## src/rtl/cfpr_pkg.sv

```systemverilog
package cfpr_pkg;

  localparam int unsigned MaxPayloadBytes = 32;
  localparam int unsigned MinFrame        = 5;   // head, type, crc lo, crc hi, tail
  localparam int unsigned PayloadBase     = 2;   // first payload byte sits after head and type
  localparam int unsigned PcntW           = 6;   // payload_count width

  localparam logic [15:0] CrcInit = 16'hFFFF;
  localparam logic [15:0] CrcPoly = 16'hA001;

  localparam logic [7:0] HeadReset = 8'hC5;
  localparam logic [7:0] TailReset = 8'h5C;

  localparam int unsigned CfgIdxW = 1;
  localparam logic [CfgIdxW-1:0] CfgHead = 1'b0;
  localparam logic [CfgIdxW-1:0] CfgTail = 1'b1;

endpackage

```

## src/rtl/cfpr_ifs.sv

```systemverilog
interface cfpr_cfg_if;
  import cfpr_pkg::*;
  logic               valid;
  logic               ready;
  logic [CfgIdxW-1:0] index;
  logic [7:0]         data;

  modport source (output valid, index, data, input ready);
  modport sink   (input valid, index, data, output ready);
endinterface

interface cfpr_byte_if;
  logic       valid;
  logic       ready;
  logic [7:0] rx_byte;

  modport source (output valid, rx_byte, input ready);
  modport sink   (input valid, rx_byte, output ready);
endinterface

interface cfpr_result_if;
  import cfpr_pkg::*;
  logic             valid;
  logic             ready;
  logic [7:0]       frame_type;
  logic [7:0]       payload_byte;
  logic             has_byte;
  logic [PcntW-1:0] payload_count;
  logic             last;

  modport source (output valid, frame_type, payload_byte, has_byte, payload_count, last,
                  input ready);
  modport sink   (input valid, frame_type, payload_byte, has_byte, payload_count, last,
                  output ready);
endinterface

```

## src/rtl/crc16_framed_packet_receiver.sv

```systemverilog
// Head/tail framed packet receiver with CRC-16/MODBUS check. One received byte is
// taken per transfer on rx_i. Bytes that are not folded into the CRC (waiting for head,
// the first three bytes of a frame, an overflow drop) are handled within their transfer
// cycle. Every later byte also passes through 8 steps of the single shift/xor CRC unit,
// which handles one bit per cycle. A tail byte that is folded then leads to a check step.
// A valid frame is then replayed on res_o, each result taking a frame store read, then
// an output register load, plus any stall from the sink; an empty payload gives a single
// result without a store read. rx_i is not ready during folding, check and replay, but the
// final result may still wait in the output register while new bytes are taken. The frame
// store needs no clearing pass after reset. Configuration writes are taken every cycle.
module crc16_framed_packet_receiver #(
  parameter int unsigned MAX_PAYLOAD_BYTES = cfpr_pkg::MaxPayloadBytes
) (
  input  logic                  clk_i,
  input  logic                  rst_ni,
  cfpr_cfg_if.sink              cfg_i,
  cfpr_byte_if.sink             rx_i,
  cfpr_result_if.source         res_o
);
  import cfpr_pkg::*;

  localparam int unsigned FrameCap = MAX_PAYLOAD_BYTES + MinFrame;
  localparam int unsigned AddrW    = $clog2(FrameCap);
  localparam int unsigned CntW     = $clog2(FrameCap + 1);

  typedef enum logic [4:0] {
    S_IDLE  = 5'b00001,
    S_FOLD  = 5'b00010,
    S_CHECK = 5'b00100,
    S_READ  = 5'b01000,
    S_LOAD  = 5'b10000
  } state_e;

  state_e           state_q, state_d;
  logic [7:0]       head_cfg_q, tail_cfg_q;
  logic [CntW-1:0]  count_q, count_d;
  logic [CntW-1:0]  len_q, len_d;
  logic [15:0]      crc_q, crc_d;
  logic [2:0]       bit_cnt_q, bit_cnt_d;
  logic             tail_hit_q, tail_hit_d;
  logic [7:0]       head_q, head_d;
  logic [7:0]       type_q, type_d;
  logic [7:0]       taps_q [3];
  logic [7:0]       taps_d [3];
  logic [PcntW-1:0] plen_q, plen_d;
  logic [PcntW-1:0] rd_idx_q, rd_idx_d;
  logic             empty_q, empty_d;

  logic             out_valid_q, out_valid_d;
  logic [7:0]       out_type_q, out_type_d;
  logic [7:0]       out_byte_q, out_byte_d;
  logic             out_has_q, out_has_d;
  logic [PcntW-1:0] out_cnt_q, out_cnt_d;
  logic             out_last_q, out_last_d;

  logic [7:0]       mem_q [FrameCap];
  logic [7:0]       rdata_q;
  logic             wr_en, rd_en;
  logic [AddrW-1:0] wr_addr, rd_addr;
  logic [PcntW:0]   rd_sum;

  logic             rx_fire, cfg_fire, load_last;
  logic [15:0]      crc_shr, crc_step;

  assign rx_i.ready  = (state_q == S_IDLE);
  assign rx_fire     = rx_i.valid && rx_i.ready;
  assign cfg_i.ready = 1'b1;
  assign cfg_fire    = cfg_i.valid;

  // one bit of the reflected CRC per cycle
  assign crc_shr  = {1'b0, crc_q[15:1]};
  assign crc_step = crc_q[0] ? (crc_shr ^ CrcPoly) : crc_shr;

  assign wr_addr   = count_q[AddrW-1:0];
  assign rd_sum    = {1'b0, rd_idx_q} + (PcntW + 1)'(PayloadBase);
  assign rd_addr   = AddrW'(rd_sum);
  assign load_last = empty_q || (PcntW'(rd_idx_q + 1'b1) == plen_q);

  always_comb begin
    state_d     = state_q;
    count_d     = count_q;
    len_d       = len_q;
    crc_d       = crc_q;
    bit_cnt_d   = bit_cnt_q;
    tail_hit_d  = tail_hit_q;
    head_d      = head_q;
    type_d      = type_q;
    taps_d      = taps_q;
    plen_d      = plen_q;
    rd_idx_d    = rd_idx_q;
    empty_d     = empty_q;
    wr_en       = 1'b0;
    rd_en       = 1'b0;
    out_valid_d = out_valid_q && !res_o.ready;
    out_type_d  = out_type_q;
    out_byte_d  = out_byte_q;
    out_has_d   = out_has_q;
    out_cnt_d   = out_cnt_q;
    out_last_d  = out_last_q;

    unique case (state_q)
      S_IDLE: begin
        if (rx_fire) begin
          if (count_q == '0) begin
            if (rx_i.rx_byte == head_cfg_q) begin
              head_d    = rx_i.rx_byte;
              // head starts the tap line; it is the first byte folded
              taps_d[0] = rx_i.rx_byte;
              count_d   = CntW'(1);
              crc_d     = CrcInit;
            end
          end else if (count_q >= CntW'(FrameCap)) begin
            // overflow: drop this byte and the frame
            count_d = '0;
          end else begin
            wr_en      = 1'b1;
            taps_d[0]  = rx_i.rx_byte;
            taps_d[1]  = taps_q[0];
            taps_d[2]  = taps_q[1];
            if (count_q == CntW'(1)) begin
              type_d = rx_i.rx_byte;
            end
            count_d    = count_q + 1'b1;
            tail_hit_d = (rx_i.rx_byte == tail_cfg_q);
            if (rx_i.rx_byte == tail_cfg_q) begin
              count_d = '0;
              len_d   = count_q + 1'b1;
            end
            // byte three places back joins the CRC; a tail before that is a short frame
            if (count_q >= CntW'(3)) begin
              crc_d     = crc_q ^ {8'h00, taps_q[2]};
              bit_cnt_d = '0;
              state_d   = S_FOLD;
            end
          end
        end
      end
      S_FOLD: begin
        crc_d     = crc_step;
        bit_cnt_d = bit_cnt_q + 1'b1;
        if (bit_cnt_q == 3'd7) begin
          state_d = tail_hit_q ? S_CHECK : S_IDLE;
        end
      end
      S_CHECK: begin
        // received CRC is little-endian: low byte two back from the tail
        if (len_q >= CntW'(MinFrame) && head_q == head_cfg_q &&
            crc_q == {taps_q[1], taps_q[2]}) begin
          plen_d   = PcntW'(len_q - CntW'(MinFrame));
          rd_idx_d = '0;
          empty_d  = (len_q == CntW'(MinFrame));
          state_d  = (len_q == CntW'(MinFrame)) ? S_LOAD : S_READ;
        end else begin
          state_d = S_IDLE;
        end
      end
      S_READ: begin
        rd_en   = 1'b1;
        state_d = S_LOAD;
      end
      S_LOAD: begin
        if (!out_valid_q || res_o.ready) begin
          out_valid_d = 1'b1;
          out_type_d  = type_q;
          out_byte_d  = empty_q ? 8'h00 : rdata_q;
          out_has_d   = !empty_q;
          out_cnt_d   = plen_q;
          out_last_d  = load_last;
          rd_idx_d    = rd_idx_q + 1'b1;
          state_d     = load_last ? S_IDLE : S_READ;
        end
      end
      default: state_d = S_IDLE;
    endcase
  end

  always_ff @(posedge clk_i or negedge rst_ni) begin
    if (!rst_ni) begin
      state_q     <= S_IDLE;
      count_q     <= '0;
      bit_cnt_q   <= '0;
      out_valid_q <= 1'b0;
      head_cfg_q  <= HeadReset;
      tail_cfg_q  <= TailReset;
    end else begin
      state_q     <= state_d;
      count_q     <= count_d;
      bit_cnt_q   <= bit_cnt_d;
      out_valid_q <= out_valid_d;
      if (cfg_fire) begin
        unique case (cfg_i.index)
          CfgHead: head_cfg_q <= cfg_i.data;
          CfgTail: tail_cfg_q <= cfg_i.data;
        endcase
      end
    end
  end

  always_ff @(posedge clk_i) begin
    len_q      <= len_d;
    crc_q      <= crc_d;
    tail_hit_q <= tail_hit_d;
    head_q     <= head_d;
    type_q     <= type_d;
    taps_q     <= taps_d;
    plen_q     <= plen_d;
    rd_idx_q   <= rd_idx_d;
    empty_q    <= empty_d;
    out_type_q <= out_type_d;
    out_byte_q <= out_byte_d;
    out_has_q  <= out_has_d;
    out_cnt_q  <= out_cnt_d;
    out_last_q <= out_last_d;
  end

  // frame store
  always_ff @(posedge clk_i) begin
    if (wr_en) begin
      mem_q[wr_addr] <= rx_i.rx_byte;
    end
    if (rd_en) begin
      rdata_q <= mem_q[rd_addr];
    end
  end

  assign res_o.valid         = out_valid_q;
  assign res_o.frame_type    = out_type_q;
  assign res_o.payload_byte  = out_byte_q;
  assign res_o.has_byte      = out_has_q;
  assign res_o.payload_count = out_cnt_q;
  assign res_o.last          = out_last_q;

  a_count_bound: assert property (@(posedge clk_i) disable iff (!rst_ni)
    count_q <= CntW'(FrameCap))
    else $error("byte count beyond frame capacity");

  a_bit_cnt_idle: assert property (@(posedge clk_i) disable iff (!rst_ni)
    (state_q != S_FOLD) |-> (bit_cnt_q == 3'd0) || $past(state_q == S_FOLD))
    else $error("CRC bit counter left running outside fold");

  a_empty_result: assert property (@(posedge clk_i) disable iff (!rst_ni)
    (res_o.valid && !res_o.has_byte) |-> (res_o.last && res_o.payload_count == '0))
    else $error("empty-payload result not marked last with zero count");

  a_fold_to_check: assert property (@(posedge clk_i) disable iff (!rst_ni)
    (state_q == S_FOLD && bit_cnt_q == 3'd7 && tail_hit_q) |=> (state_q == S_CHECK))
    else $error("tail byte fold did not lead to frame check");

endmodule

```

## src/flat_wrapper.sv

```systemverilog
// flat-port wrapper written by rule: the top's interface ports become plain ports
module crc16_framed_packet_receiver_flat import cfpr_pkg::*;
#(
  parameter int unsigned MAX_PAYLOAD_BYTES = cfpr_pkg::MaxPayloadBytes
)
  (clk_i, rst_ni, cfg_i_valid, cfg_i_index, cfg_i_data, cfg_i_ready, rx_i_valid, rx_i_rx_byte, rx_i_ready, res_o_valid, res_o_frame_type, res_o_payload_byte, res_o_has_byte, res_o_payload_count, res_o_last, res_o_ready);
  cfpr_cfg_if cfg_i_i ();
  cfpr_byte_if rx_i_i ();
  cfpr_result_if res_o_i ();
  input  logic clk_i;
  input  logic rst_ni;
  input wire logic [$bits(cfg_i_i.valid)-1:0] cfg_i_valid;
  input wire logic [$bits(cfg_i_i.index)-1:0] cfg_i_index;
  input wire logic [$bits(cfg_i_i.data)-1:0] cfg_i_data;
  output wire logic [$bits(cfg_i_i.ready)-1:0] cfg_i_ready;
  input wire logic [$bits(rx_i_i.valid)-1:0] rx_i_valid;
  input wire logic [$bits(rx_i_i.rx_byte)-1:0] rx_i_rx_byte;
  output wire logic [$bits(rx_i_i.ready)-1:0] rx_i_ready;
  output wire logic [$bits(res_o_i.valid)-1:0] res_o_valid;
  output wire logic [$bits(res_o_i.frame_type)-1:0] res_o_frame_type;
  output wire logic [$bits(res_o_i.payload_byte)-1:0] res_o_payload_byte;
  output wire logic [$bits(res_o_i.has_byte)-1:0] res_o_has_byte;
  output wire logic [$bits(res_o_i.payload_count)-1:0] res_o_payload_count;
  output wire logic [$bits(res_o_i.last)-1:0] res_o_last;
  input wire logic [$bits(res_o_i.ready)-1:0] res_o_ready;
  assign cfg_i_i.valid = cfg_i_valid;
  assign cfg_i_i.index = cfg_i_index;
  assign cfg_i_i.data = cfg_i_data;
  assign cfg_i_ready = cfg_i_i.ready;
  assign rx_i_i.valid = rx_i_valid;
  assign rx_i_i.rx_byte = rx_i_rx_byte;
  assign rx_i_ready = rx_i_i.ready;
  assign res_o_valid = res_o_i.valid;
  assign res_o_frame_type = res_o_i.frame_type;
  assign res_o_payload_byte = res_o_i.payload_byte;
  assign res_o_has_byte = res_o_i.has_byte;
  assign res_o_payload_count = res_o_i.payload_count;
  assign res_o_last = res_o_i.last;
  assign res_o_i.ready = res_o_ready;
  crc16_framed_packet_receiver #(.MAX_PAYLOAD_BYTES(MAX_PAYLOAD_BYTES)) u_core (.clk_i(clk_i), .rst_ni(rst_ni), .cfg_i(cfg_i_i), .rx_i(rx_i_i), .res_o(res_o_i));
endmodule
```

## config.mk

```make
export PLATFORM = sky130hd
export DESIGN_NAME = crc16_framed_packet_receiver_flat
export DESIGN_NICKNAME = d
export VERILOG_FILES = /design/src/rtl/cfpr_pkg.sv /design/src/rtl/cfpr_ifs.sv /design/src/rtl/crc16_framed_packet_receiver.sv /design/src/flat_wrapper.sv
export SDC_FILE = /design/constraint.sdc
export NUM_CORES = 1
export LEC_CHECK = 0
export BUFFER_PORTS_ARGS = -buffer_cell sky130_fd_sc_hd__buf_2
export CORE_MARGIN = 2
export CORE_UTILIZATION = 45
export DETAILED_ROUTE_END_ITERATION = 7
export GPL_ROUTABILITY_DRIVEN = 0
export SLEW_MARGIN = 20
export SYNTH_ARGS = -nofsm -noshare
export SYNTH_HDL_FRONTEND = slang
export SYNTH_SLANG_ARGS = --single-unit
```

## constraint.sdc

```tcl
create_clock -name clk_i -period 2.9 [get_ports clk_i]
set_clock_uncertainty 0.1 [all_clocks]
set_input_delay 0.29 -clock clk_i [delete_from_list [all_inputs] [get_ports clk_i]]
set_output_delay 0.29 -clock clk_i [all_outputs]
set_load 0.01 [all_outputs]
```

# Yosys cells after proc, flatten, opt, wreduce, memory -nomap -nowiden
# Memory sizes are Yosys's and may differ from the RTL's. A register that Yosys moved wholly into a read port is not among the register bits.
# Cells that the tools add are included.
# op_classes
addsub	5
n_mul	0
div_mod_pow	0
magnitude_cmp	3
eq_ne	25
shifts	0
mux	42
bitwise	5
reduce_logical	26
# op_table
cell	count
$mux 16	6
$mux 5	8
$mux 6	6
$pmux 16 s2	1
$pmux 5 s5	1
$eq 8x8->1	3
$mux 24	1
$reduce_and 5->1	4
$eq 16x16->1	1
$mux 8	2
$xor 16x8->16	1
$mux 3	5
$add 6x1->6 const B	2
$pmux 6 s2	1
$reduce_and 4->1	3
$ne 2x2->1 const B	5
$mux 1	9
$ne 3x3->1 const B	3
$ne 2x1->1 const B	4
$reduce_and 2->1	4
$add 6x2->6 const B	1
$eq 6x1->1 const B	1
$eq 6x3->1 const B	1
$eq 6x6->1	1
other kinds (22)	32
# totals
ff_bits	131
latch_bits	0
ramBits	296
romBits	0
out_inout_bits	27
memories	1
# mem_list
name	words	width	rd	rd_clocked_by_memory_dff	wr	line	text
u_core.mem_q	37	8	1	1	1	crc16_framed_packet_receiver.sv:56	logic [7:0] mem_q [FrameCap];

# Depth between registers and ports, before layout
# Gate-level depths: netlist (run 1).
# logic_depth
depth_word	7
mapped_depth	8
depth_no_buf	8

# Least setup slack after synthesis (run 1)
# OpenSTA, ideal clock, no wires.
# synth_timing
path_kind	register to register
startpoint	register u_core.count_q[0]
endpoint	memory u_core.mem_q[11][0] (enable)
arrival_ps	2461
required_ps	2405
path_slack_ps	-56
stages_incl_launch_ff	8
cell_sequence	dfrtp_1 -> inv_1 -> ha_1 -> nor2b_1 -> o21ai_0 -> a211o_1 -> buf_6 -> nor4_1
# synth_via
elab_chain_len	7
elab_cells_between_ends	8
classes_between	order compare: 1; mux: 6; reduce/logical: 1
# synth_lines
element	line	text
start: declaration	crc16_framed_packet_receiver.sv:36	logic [CntW-1:0] count_q, count_d;
start signal: assignment	crc16_framed_packet_receiver.sv:187	count_q <= count_d;
$ge 6x6->1	crc16_framed_packet_receiver.sv:112	end else if (count_q >= CntW'(FrameCap)) begin
$mux 1	crc16_framed_packet_receiver.sv:112	
$mux 1	crc16_framed_packet_receiver.sv:104	if (count_q == '0) begin
$mux 1	crc16_framed_packet_receiver.sv:103	if (rx_fire) begin
$mux 1	crc16_framed_packet_receiver.sv:101	unique case (state_q)
$mux 1	crc16_framed_packet_receiver.sv:218	if (wr_en) begin
$mux 1 (implied by the code)	crc16_framed_packet_receiver.sv:219	mem_q[wr_addr] <= rx_i.rx_byte;
end: declaration	crc16_framed_packet_receiver.sv:56	
# Several ways; a longest one is shown, not always the timed one.

# Worst setup path after layout (run 1)
# layout_timing
startpoint	register u_core.state_q[2]
endpoint	memory u_core.mem_q[29][2] (enable)
# layout_via
elab_chain_len	6
# layout_lines
element	line	text
start: declaration	crc16_framed_packet_receiver.sv:34	state_e state_q, state_d;
start signal: assignment	crc16_framed_packet_receiver.sv:186	state_q <= state_d;
$eq 5x1->1 *	crc16_framed_packet_receiver.sv:65, crc16_framed_packet_receiver.sv:101	
$logic_and 1x1->1	crc16_framed_packet_receiver.sv:66	assign rx_fire = rx_i.valid && rx_i.ready;
$mux 1	crc16_framed_packet_receiver.sv:103	
$mux 1 *	crc16_framed_packet_receiver.sv:101	
$mux 1 *	crc16_framed_packet_receiver.sv:218	
$mux 1 (implied by the code) *	crc16_framed_packet_receiver.sv:219	
# Mark *: on every way between the ends. The rest lies on a longest branch, timed or not.

==> results of run 1 <==
-- power by group --
group | total, mW | switching [mW] | internal, mW
clock | 5.31 | 2.28 | 3.02
sequential | 7.68 | 0.248 | 7.44
combinational | 1.87 | 1.16 | 0.713
total | 14.9 | 3.69 | 11.2
-- routing by layer --
metal	part of all wire [%]	vias up	GRT usage [%]
met4	2.3	0	5.646
met5	0	-	0
li1	-	4028	-
met1	46	4663	29.53
met3	5.5	55	3.029
met2	46	294	30.14
-- logic make-up (layout without fill, tap and decap cells) --
kind of cell	after synthesis	in the layout	share of synthesized area [%]
DFF	435	435	73.46
and+or+nand+nor	169	169	5.002
muxes	133	133	13.13
AOI/OAI and AO/OA	80	80	3.223
xor gates and xnor gates	61	61	3.123
buffers and inverters	49	228	1.409
adders and majority gates	9	9	0.6403
other	1	1	0.02132
-- final timing paths --
check | to | from | cells past startpoint | slack, ns
setup / recovery | u_core.mem_q[29][2] | u_core.state_q[2] | 7 | 0.18
min in group asynchronous | u_core.head_cfg_q[4] | rst_ni | 2 | 0.25
hold / removal | u_core.state_q[1] | rx_i_valid | 5 | 0.13
hold reg to reg | u_core.taps_q[11] | u_core.taps_q[19] | 0 | 0.32
max in group asynchronous | u_core.res_o.valid | rst_ni | 2 | 1.95
setup reg to reg | u_core.mem_q[29][2] | u_core.state_q[2] | 7 | 0.18
-- sequential cells by signal, indices dropped and copies added (netlist names), 3 cells and up --
| signal | flops |
|---|---|
| u_core.mem_q | 296 |
| u_core.taps_q | 24 |
| u_core.crc_q | 16 |
| u_core.head_cfg_q | 8 |
| u_core.head_q | 8 |
| u_core.rdata_q | 8 |
| u_core.res_o.frame_type | 8 |
| u_core.res_o.payload_byte | 8 |
| u_core.tail_cfg_q | 8 |
| u_core.type_q | 8 |
| u_core.count_q | 6 |
| u_core.len_q | 6 |
| u_core.plen_q | 6 |
| u_core.rd_idx_q | 6 |
| u_core.res_o.payload_count | 6 |
| u_core.state_q | 5 |
| u_core.bit_cnt_q | 3 |
-- layout by cell type, fill, tap and decap left out, types with 22 or more instances in the layout --
master | synthesis | routed
edfxtp_1 | 404 | 404
buf_4 | 7 | 74
mux4_2 | 72 | 72
mux2_2 | 59 | 59
nor2_1 | 50 | 49
buf_2 | 10 | 47
clkbuf_16 | 0 | 44
xnor2_1 | 32 | 32
nand2_1 | 30 | 30
xor2_1 | 28 | 28
dfrtp_1 | 22 | 22
-- area by class of cell --
| class | instances | area [um2] |
|---|---|---|
| multi-input cells | 453 | 4454 |
| fillers | 3097 | 18220 |
| clock inverters | 31 | 226.5 |
| repair buffers | 137 | 1021 |
| flip-flops and latches | 435 | 12920 |
| clock buffers | 46 | 1109 |
| inverters | 14 | 52.55 |
| well taps | 518 | 648.1 |
-- worst max-delay path: cells and delay by family, from the launching register on --
family / cells / cell delay [ns]
AO/OA/AOI/OAI: 1 / 0.33
buffers and inverters: 2 / 0.39
flip-flops: 1 / 0.45
AND/OR/NAND/NOR: 4 / 1.15
-- metrics by stage --
| step | power (mW) | setup WS [ns] |
|---|---|---|
| finish | 14.86 | 0.1842 |
| global route | 15.42 | 0.03444 |
| CTS | 14.95 | 0.1936 |
| detailed placement | 9.653 | 0.2342 |
| global placement | 9.615 | 0.2903 |
| floorplan | 8.866 | -0.05555 |
-- timing repair --
item | 4_1_cts | 5_1_grt
hold buffers | 9 | 0
endpoints found under the setup margin | 0 | 0
buffers inserted | 0 | 0
endpoints found under the hold margin | 38 | 0
==> impl_metrics.tcl, run 1 <==
set metrics [dict create \
    cts_max_level 2 \
    drtIter0Drc 897 \
    cap_violations 0 \
    synthDistinctLibCells 60 \
    period_minus_slack_ns 2.716 \
    grt_pass1_vias 9224 \
    synth_common_cells "edfxtp_1, mux4_2, mux2_2" \
    cts_buffers 43 \
    antennaDiodeCount 0 \
    clkSinkCount 435 \
    synth.top_cell.area_share_pct 68.98 \
    drc_errors 0 \
    critPathLaunchType "register" \
    worst_pin_slew_ns 0.9372 \
    status "finished, final reports clean" \
    wl_per_cell_um 24.00 \
    relSlewSlack_pct 36.86 \
    fin_crit_sh_pct 93.65 \
    syn_inst 937 \
    clk_latency_ns 0.55 \
    cts-resized-gates 0 \
    final_util_pct 52.86 \
    die_area_um2 40680 \
    postRouteAntennaNets 0 \
    place.port_buffers 47 \
    dpl.cell_count 1548 \
    start_util_pct 45.51 \
    vias 9040 \
    syn_to_final_growth_pct 16.16 \
    stdcell_count 1634 \
    routed_wirelength_mm 39.21 \
    clockBufferDepth 3 \
    synthTopCellsByArea "edfxtp_1, mux4_2, mux2_2" \
    synth-edff-count 404 \
    grt_max_degree 45 \
    powerDensity_nw_per_um2 727.2 \
    timing.critical_path.mode_cell "buf_4" \
    synth_most_common_cell "edfxtp_1" \
    final_cell_area_um2 20430 \
    setup-tns-final_ns 0 \
    hold_violations 0 \
    syn-cell-area_um2 17590 \
    die_h_um 201.7 \
    min_path_type "in2reg" \
    maxSlewViolCount 0 \
    arrival_ns 2.87 \
    async_flop_share_pct 7.126 \
    cts_tree "yes" \
    dr.pass1.iters 5 \
    dp_hpwl_mm 25.07 \
    ioPinCount 49 \
    cp-end-kind "register" \
    nets 1115 \
    critical_path.cell_chain "nor4_1, nand3_1, a211o_1, buf_4, or2_1, nor2_1, buf_4" \
    grt_first_pass_wirelength_mm 58.86 \
    grt_use_total_pct 19.70 \
    fin_hold_ws_ns 0.1258 \
    power_leakage_nw 6.814 \
    chipWidth_um 201.7 \
    ir_drop_mv 0.4343 \
    ys_seq_area_share_pct 73.46 \
    num_rows 72 \
    drive_gt1_share_pct 30.82 \
    critPathKind "reg2reg" \
    overflow 0 \
    syn_avg_cell_area_um2 18.77 \
    viasPerCell 5.532 \
    cts_root_buf "clkbuf_16" \
    path_max_fanout 6 \
    synth_top_area_cell "edfxtp_1" \
    place_area_um2 19000 \
    antenna_found_initial 3 \
    ys_warn_count 0 \
    crit_slowest_cell "dfrtp_1" \
    max_freq_mhz 368.2 \
    rsz0062_at_grt "false" \
    fp.coreArea_um2 38650 \
    synth_fp_nets 968 \
    synth_flop_cell "edfxtp_1" \
    clk_pin_slew_ns 0.06 \
    setup_violations 0 \
    worst_path_largest_cell_delay_ns 0.45 \
    cp.required_ns 3.05 \
    ys_ff_latch 435 \
]
No activity file was read; power rests on OpenSTA's default activity.
==> inputs of run 2 (changes only) <==
- BUFFER_PORTS_ARGS: -buffer_cell sky130_fd_sc_hd__buf_2 -> unset
- DONT_BUFFER_PORTS: unset -> 1
- clock period: 2.9 -> 3.14 ns (I/O delays scaled with it)
==> run 2 against run 1 <==
Effect of this change:
- sequential share of layout area rose by 0.30 points
- non-clock buffer count down 51
- hold slack got worse by 0.12 ns
- core utilization shrank 0.25 points
- sequential cell count unchanged
- final cell count is 2.9% lower
- combinational power fell by 12%
- critical path depth grew 2
- count of clock-buffer cells in the layout increased by 9
- highest routed layer unchanged
==> impl_metrics.tcl, run 2 (same netlist as run 1, synthesis figures left out) <==
set metrics [dict create \
    overflow 0 \
    clk_latency_ns 0.56 \
    critPathKind "reg2reg" \
    final_util_pct 52.62 \
    maxSlewViolCount 0 \
    syn_to_final_growth_pct 15.62 \
    swShare_pct 24.58 \
    cts_max_level 2 \
    cap_violations 0 \
    power_leakage_nw 6.677 \
    relSlewSlack_pct 37.35 \
    status "finished, final reports clean" \
    setup_violations 0 \
    viasPerCell 5.580 \
    cp-end-kind "register" \
    ioPinCount 49 \
    largest_register_ffs 296 \
    place_area_um2 18620 \
    postCtsSetupBuffers 0 \
    worst_pin_slew_ns 0.9299 \
    postRouteAntennaNets 0 \
    grt_use_total_pct 19.67 \
    chipWidth_um 201.7 \
    clockBufferDepth 3 \
    cts-resized-gates 0 \
    num_rows 72 \
    dpl.cell_count 1484 \
    endpoint "u_core.mem_q[16][0]" \
    wl_per_cell_um 24.58 \
    regToRegSetupSlack_ns 0.37 \
    combPwrFrac_pct 11.8 \
    power.share.clock_pct 37.0 \
    place.port_buffers 0 \
    die_area_um2 40680 \
    final_cell_area_um2 20330 \
    routed_wirelength_mm 39.02 \
    fp.coreArea_um2 38650 \
    clkSinkCount 435 \
    fin_crit_sh_pct 88.32 \
    rsz0062_at_grt "false" \
    top_register "u_core.mem_q" \
    cts_root_buf "clkbuf_16" \
    grt_first_pass_wirelength_mm 59.21 \
    cts_hold_buffers 22 \
    dp_hpwl_mm 23.41 \
    grt_pass1_vias 9113 \
    die_h_um 201.7 \
    stdcell_count 1587 \
    cts_buffers 44 \
    p_int_mw 10.47 \
    final_common_cell "edfxtp_1" \
    num-fill-cells 3034 \
    antenna_found_initial 4 \
    cp.required_ns 3.29 \
    vias 8856 \
    antennaDiodeCount 0 \
    top_regs "u_core.mem_q x296, u_core.taps_q x24, u_core.crc_q x16" \
    r2r_end "u_core.mem_q[16][0]" \
    period_minus_slack_ns 2.773 \
    r2r_start "u_core.count_q[1]" \
    power_frac_seq_pct 51.2 \
    grt_max_degree 43 \
    dr.pass1.iters 5 \
    cts_tree "yes" \
    layout_common_cells "edfxtp_1, mux4_2, mux2_2, buf_4, nor2_1" \
    path_max_fanout 8 \
    power.switching_mw 3.413 \
    setup-tns-final_ns 0 \
    ir_drop_mv 0.3840 \
    r2r_cells 9 \
    drtIter0Drc 878 \
    drc_errors 0 \
    max_freq_mhz 360.6 \
    hold_violations 0 \
    nets 1065 \
    drive_gt1_share_pct 27.78 \
    critPathLaunchType "register" \
    min_path_type "in2reg" \
    clk_pin_slew_ns 0.06 \
    layout_setup_ws_ns 0.3668 \
    pre_cts_slack_ns 0.3911 \
    startpoint "u_core.count_q[1]" \
    powerDensity_nw_per_um2 682.8 \
    start_util_pct 45.51 \
    arrival_ns 2.93 \
]
[run 2: cell count changes in the layout (fill, tap and decap cells not counted), sizes merged, moves of 2 or more]
cell / delta
clkinv: -9
inv: +2
clkbuf: +9
dlygate4sd3: +4
buf: -55
[run 2: worst max-delay path: stages (launching register included)]
cell     delay (ns)
dfrtp_1        0.45
inv_1          0.17
ha_1           0.24
nor2b_1        0.14
o21ai_0        0.10
a211o_1        0.40
inv_2          0.13
nand3_1        0.32
nor2_1         0.21
buf_4          0.20
[run 2: metrics by stage]
stage | power, mW | hold slack (ns)
2_1_floorplan | 8.188 | -0.08159
3_3_place_gp | 8.705 | -0.08066
3_5_place_dp | 8.731 | -0.08014
4_1_cts | 13.99 | 0.0004297
5_1_grt | 14.40 | 0.008473
6_report | 13.88 | 0.01017
[run 2: cell type report]
| class | count | area, um2 | share of cell area (%) |
|---|---|---|---|
| Timing Repair Buffer | 86 | 853.3 | 4.196 |
| Tap cell | 518 | 648.1 | 3.187 |
| Sequential cell | 435 | 12920 | 63.53 |
| Clock inverter | 26 | 244.0 | 1.200 |
| Multi-Input combinational cell | 453 | 4454 | 21.90 |
| Clock buffer | 55 | 1164 | 5.722 |
| Inverter | 14 | 52.55 | 0.2584 |
[run 2: worst min-delay path by stage]
stage                     slack [ns]  cells after the start              endpoint             from
after floorplan                -0.08                      0   u_core.bit_cnt_q[0]           rst_ni
after global placement         -0.08                      0  u_core.head_cfg_q[4]           rst_ni
after detailed placement       -0.08                      0  u_core.head_cfg_q[4]           rst_ni
after CTS                     0.0004                      1   u_core.mem_q[10][2]  rx_i_rx_byte[2]
after global routing           0.008                      1    u_core.mem_q[5][3]  rx_i_rx_byte[3]
final                           0.01                      1   u_core.mem_q[26][2]  rx_i_rx_byte[2]
[run 2: power by group through the flow]
stage               logic, mW  registers, mW  clock network, mW
floorplan                1.04           7.15                  0
global placement         1.49           7.21                  0
detailed placement       1.51           7.22                  0
CTS                      1.64           7.10               5.24
global route             1.80           7.15               5.46
finish                   1.64           7.11               5.14
[run 2: per-layer routing]
layer	GRT usage, %	share of wire (%)	wire [um]
met1	28.69	45	17510
met2	31.29	48	18600
met3	2.705	5.3	2073
met4	5.488	2.1	838
met5	0	0	0
==> inputs of run 3 (changes only) <==
- RECOVER_POWER: unset -> 50
==> run 3 against run 2 <==
Effect of this change:
- the run now ends with max-capacitance violations, max-slew violations left
- clock power barely moved
- critical path depth unchanged
- hold slack better by 0.043 ns
- critical endpoint unchanged
- largest cell class unchanged
- largest power group unchanged
==> impl_metrics.tcl, run 3 (same netlist as run 1, synthesis figures left out) <==
set metrics [dict create \
    cp.required_ns 3.29 \
    arrival_ns 2.92 \
    clk_latency_ns 0.56 \
    crit_slowest_cell "dfrtp_1" \
    die_area_um2 40680 \
    min_path_type "in2reg" \
    cts_buffers 44 \
    grt_use_total_pct 19.67 \
    power.share.clock_pct 37.1 \
    cap_violations 9 \
    crit_buf_inv 3 \
    cts_tree "yes" \
    worst_path_largest_cell_delay_ns 0.45 \
    path_max_fanout 8 \
    violations "max-capacitance violations, max-slew violations" \
    critical_path.cell_chain "inv_1, ha_1, nor2b_1, o21ai_0, a211o_1, inv_2, nand3_1, nor2_1, buf_4" \
    worst_pin_slew_ns 2.286 \
    layout_common_cells "edfxtp_1, mux4_2, mux2_2, buf_4, nor2_1" \
    cts-resized-gates 0 \
    fp.coreArea_um2 38650 \
    num_rows 72 \
    cpLargestDelayFamily "simple AND/OR/NAND/NOR gates" \
    critPathLaunchType "register" \
    combPwrFrac_pct 11.6 \
    postCtsSetupBuffers 0 \
    clockBufferDepth 3 \
    clkSinkCount 435 \
    stdcell_count 1587 \
    clk_pin_slew_ns 0.06 \
    hold_violations 0 \
    nets 1065 \
    viasPerCell 5.558 \
    die_h_um 201.7 \
    drc_errors 0 \
    power.switching_mw 3.410 \
    powerDensity_nw_per_um2 687.0 \
    grt_pass1_vias 9113 \
    setup_violations 0 \
    num-fill-cells 3056 \
    ioPinCount 49 \
    cts_max_level 2 \
    wl_per_cell_um 24.54 \
    cts_hold_buffers 22 \
    chipWidth_um 201.7 \
    vias 8821 \
    cp-end-kind "register" \
    max_freq_mhz 361.3 \
    top_regs "u_core.mem_q x296, u_core.taps_q x24, u_core.crc_q x16" \
    setup-tns-final_ns 0 \
    start_util_pct 45.51 \
    postRouteAntennaNets 0 \
    place.port_buffers 0 \
    overflow 0 \
    cts_root_buf "clkbuf_16" \
    drive_gt1_share_pct 26.19 \
    fin_crit_sh_pct 88.14 \
    p_int_mw 10.45 \
    antenna_found_initial 3 \
    dp_hpwl_mm 23.41 \
    relSlewSlack_pct -52.41 \
    top_register "u_core.mem_q" \
    dr.pass1.iters 5 \
    grt_first_pass_wirelength_mm 59.21 \
    antennaDiodeCount 0 \
    period_minus_slack_ns 2.768 \
    syn_to_final_growth_pct 14.67 \
    rsz0062_at_grt "false" \
    grt_max_degree 43 \
    largest_register_ffs 296 \
    drtIter0Drc 942 \
    status "finished with violations" \
    swShare_pct 24.61 \
    critPathKind "reg2reg" \
    maxSlewViolCount 360 \
    dpl.cell_count 1484 \
    final_common_cell "edfxtp_1" \
    power_frac_seq_pct 51.3 \
    power_leakage_nw 6.596 \
    ir_drop_mv 0.3841 \
    routed_wirelength_mm 38.95 \
]
==> run 3: layout make-up <==
type / count / area, um2 / area share [%]
well taps: 518 / 648.1 / 3.214
clock buffers: 55 / 1164 / 5.770
clock inverters: 26 / 244.0 / 1.210
repair buffers: 86 / 703.2 / 3.487
inverters: 14 / 52.55 / 0.2606
flip-flops and latches: 435 / 12920 / 64.06
multi-input cells: 453 / 4437 / 22.00
==> run 3: per-stage QoR <==
step | cell area [um2] | hold WS, ns | total power [mW] | setup WS (ns) | utilization, %
2_1_floorplan | 17590 | -0.08159 | 8.188 | 0.1845 | -
3_3_place_gp | 18620 | -0.08066 | 8.705 | 0.4197 | 48.17
3_5_place_dp | 18620 | -0.08014 | 8.731 | 0.3911 | 48.17
4_1_cts | 20330 | 0.0004297 | 13.99 | 0.3668 | 52.62
5_1_grt | 20170 | 0.08269 | 14.37 | 0.1640 | 52.18
6_report | 20170 | 0.05351 | 13.85 | 0.3725 | 52.18
==> run 3: layer usage <==
metal  wire, um  global-route usage (%)  up-vias
li1           -                       -     3932
met3       2045                   2.705       60
met4        916                   5.488        0
met1      17420                   28.69     4591
met2      18560                   31.29      238
met5          0                       0        -
==> run 3: path summary, 6_finish.rpt <==
check / from / to / slack [ns] / depth (start not counted)
hold / removal: rx_i_valid / u_core.state_q[1] / 0.05 / 4
max in group asynchronous: rst_ni / u_core.bit_cnt_q[1] / 1.16 / 2
setup reg to reg: u_core.count_q[1] / u_core.mem_q[16][0] / 0.37 / 9
min in group asynchronous: rst_ni / u_core.head_cfg_q[4] / 0.70 / 2
setup / recovery: u_core.count_q[1] / u_core.mem_q[16][0] / 0.37 / 9
hold reg to reg: u_core.taps_q[18] / u_core.taps_q[10] / 0.32 / 0
==> run 3: power by group through the flow <==
| stage | sequential [mW] | combinational (mW) | clock, mW |
|---|---|---|---|
| CTS | 7.10 | 1.64 | 5.24 |
| detailed placement | 7.22 | 1.51 | 0 |
| finish | 7.11 | 1.60 | 5.14 |
| global route | 7.15 | 1.76 | 5.46 |
| floorplan | 7.15 | 1.04 | 0 |
| global placement | 7.21 | 1.49 | 0 |
==> run 3: worst reg2reg max path, stage by stage, from the launching register on <==
cell and delay [ns]:
dfrtp_1 0.45, inv_1 0.17, ha_1 0.24, nor2b_1 0.14, o21ai_0 0.10, a211o_1 0.40, inv_2 0.13, nand3_1 0.32
nor2_1 0.22, buf_4 0.19
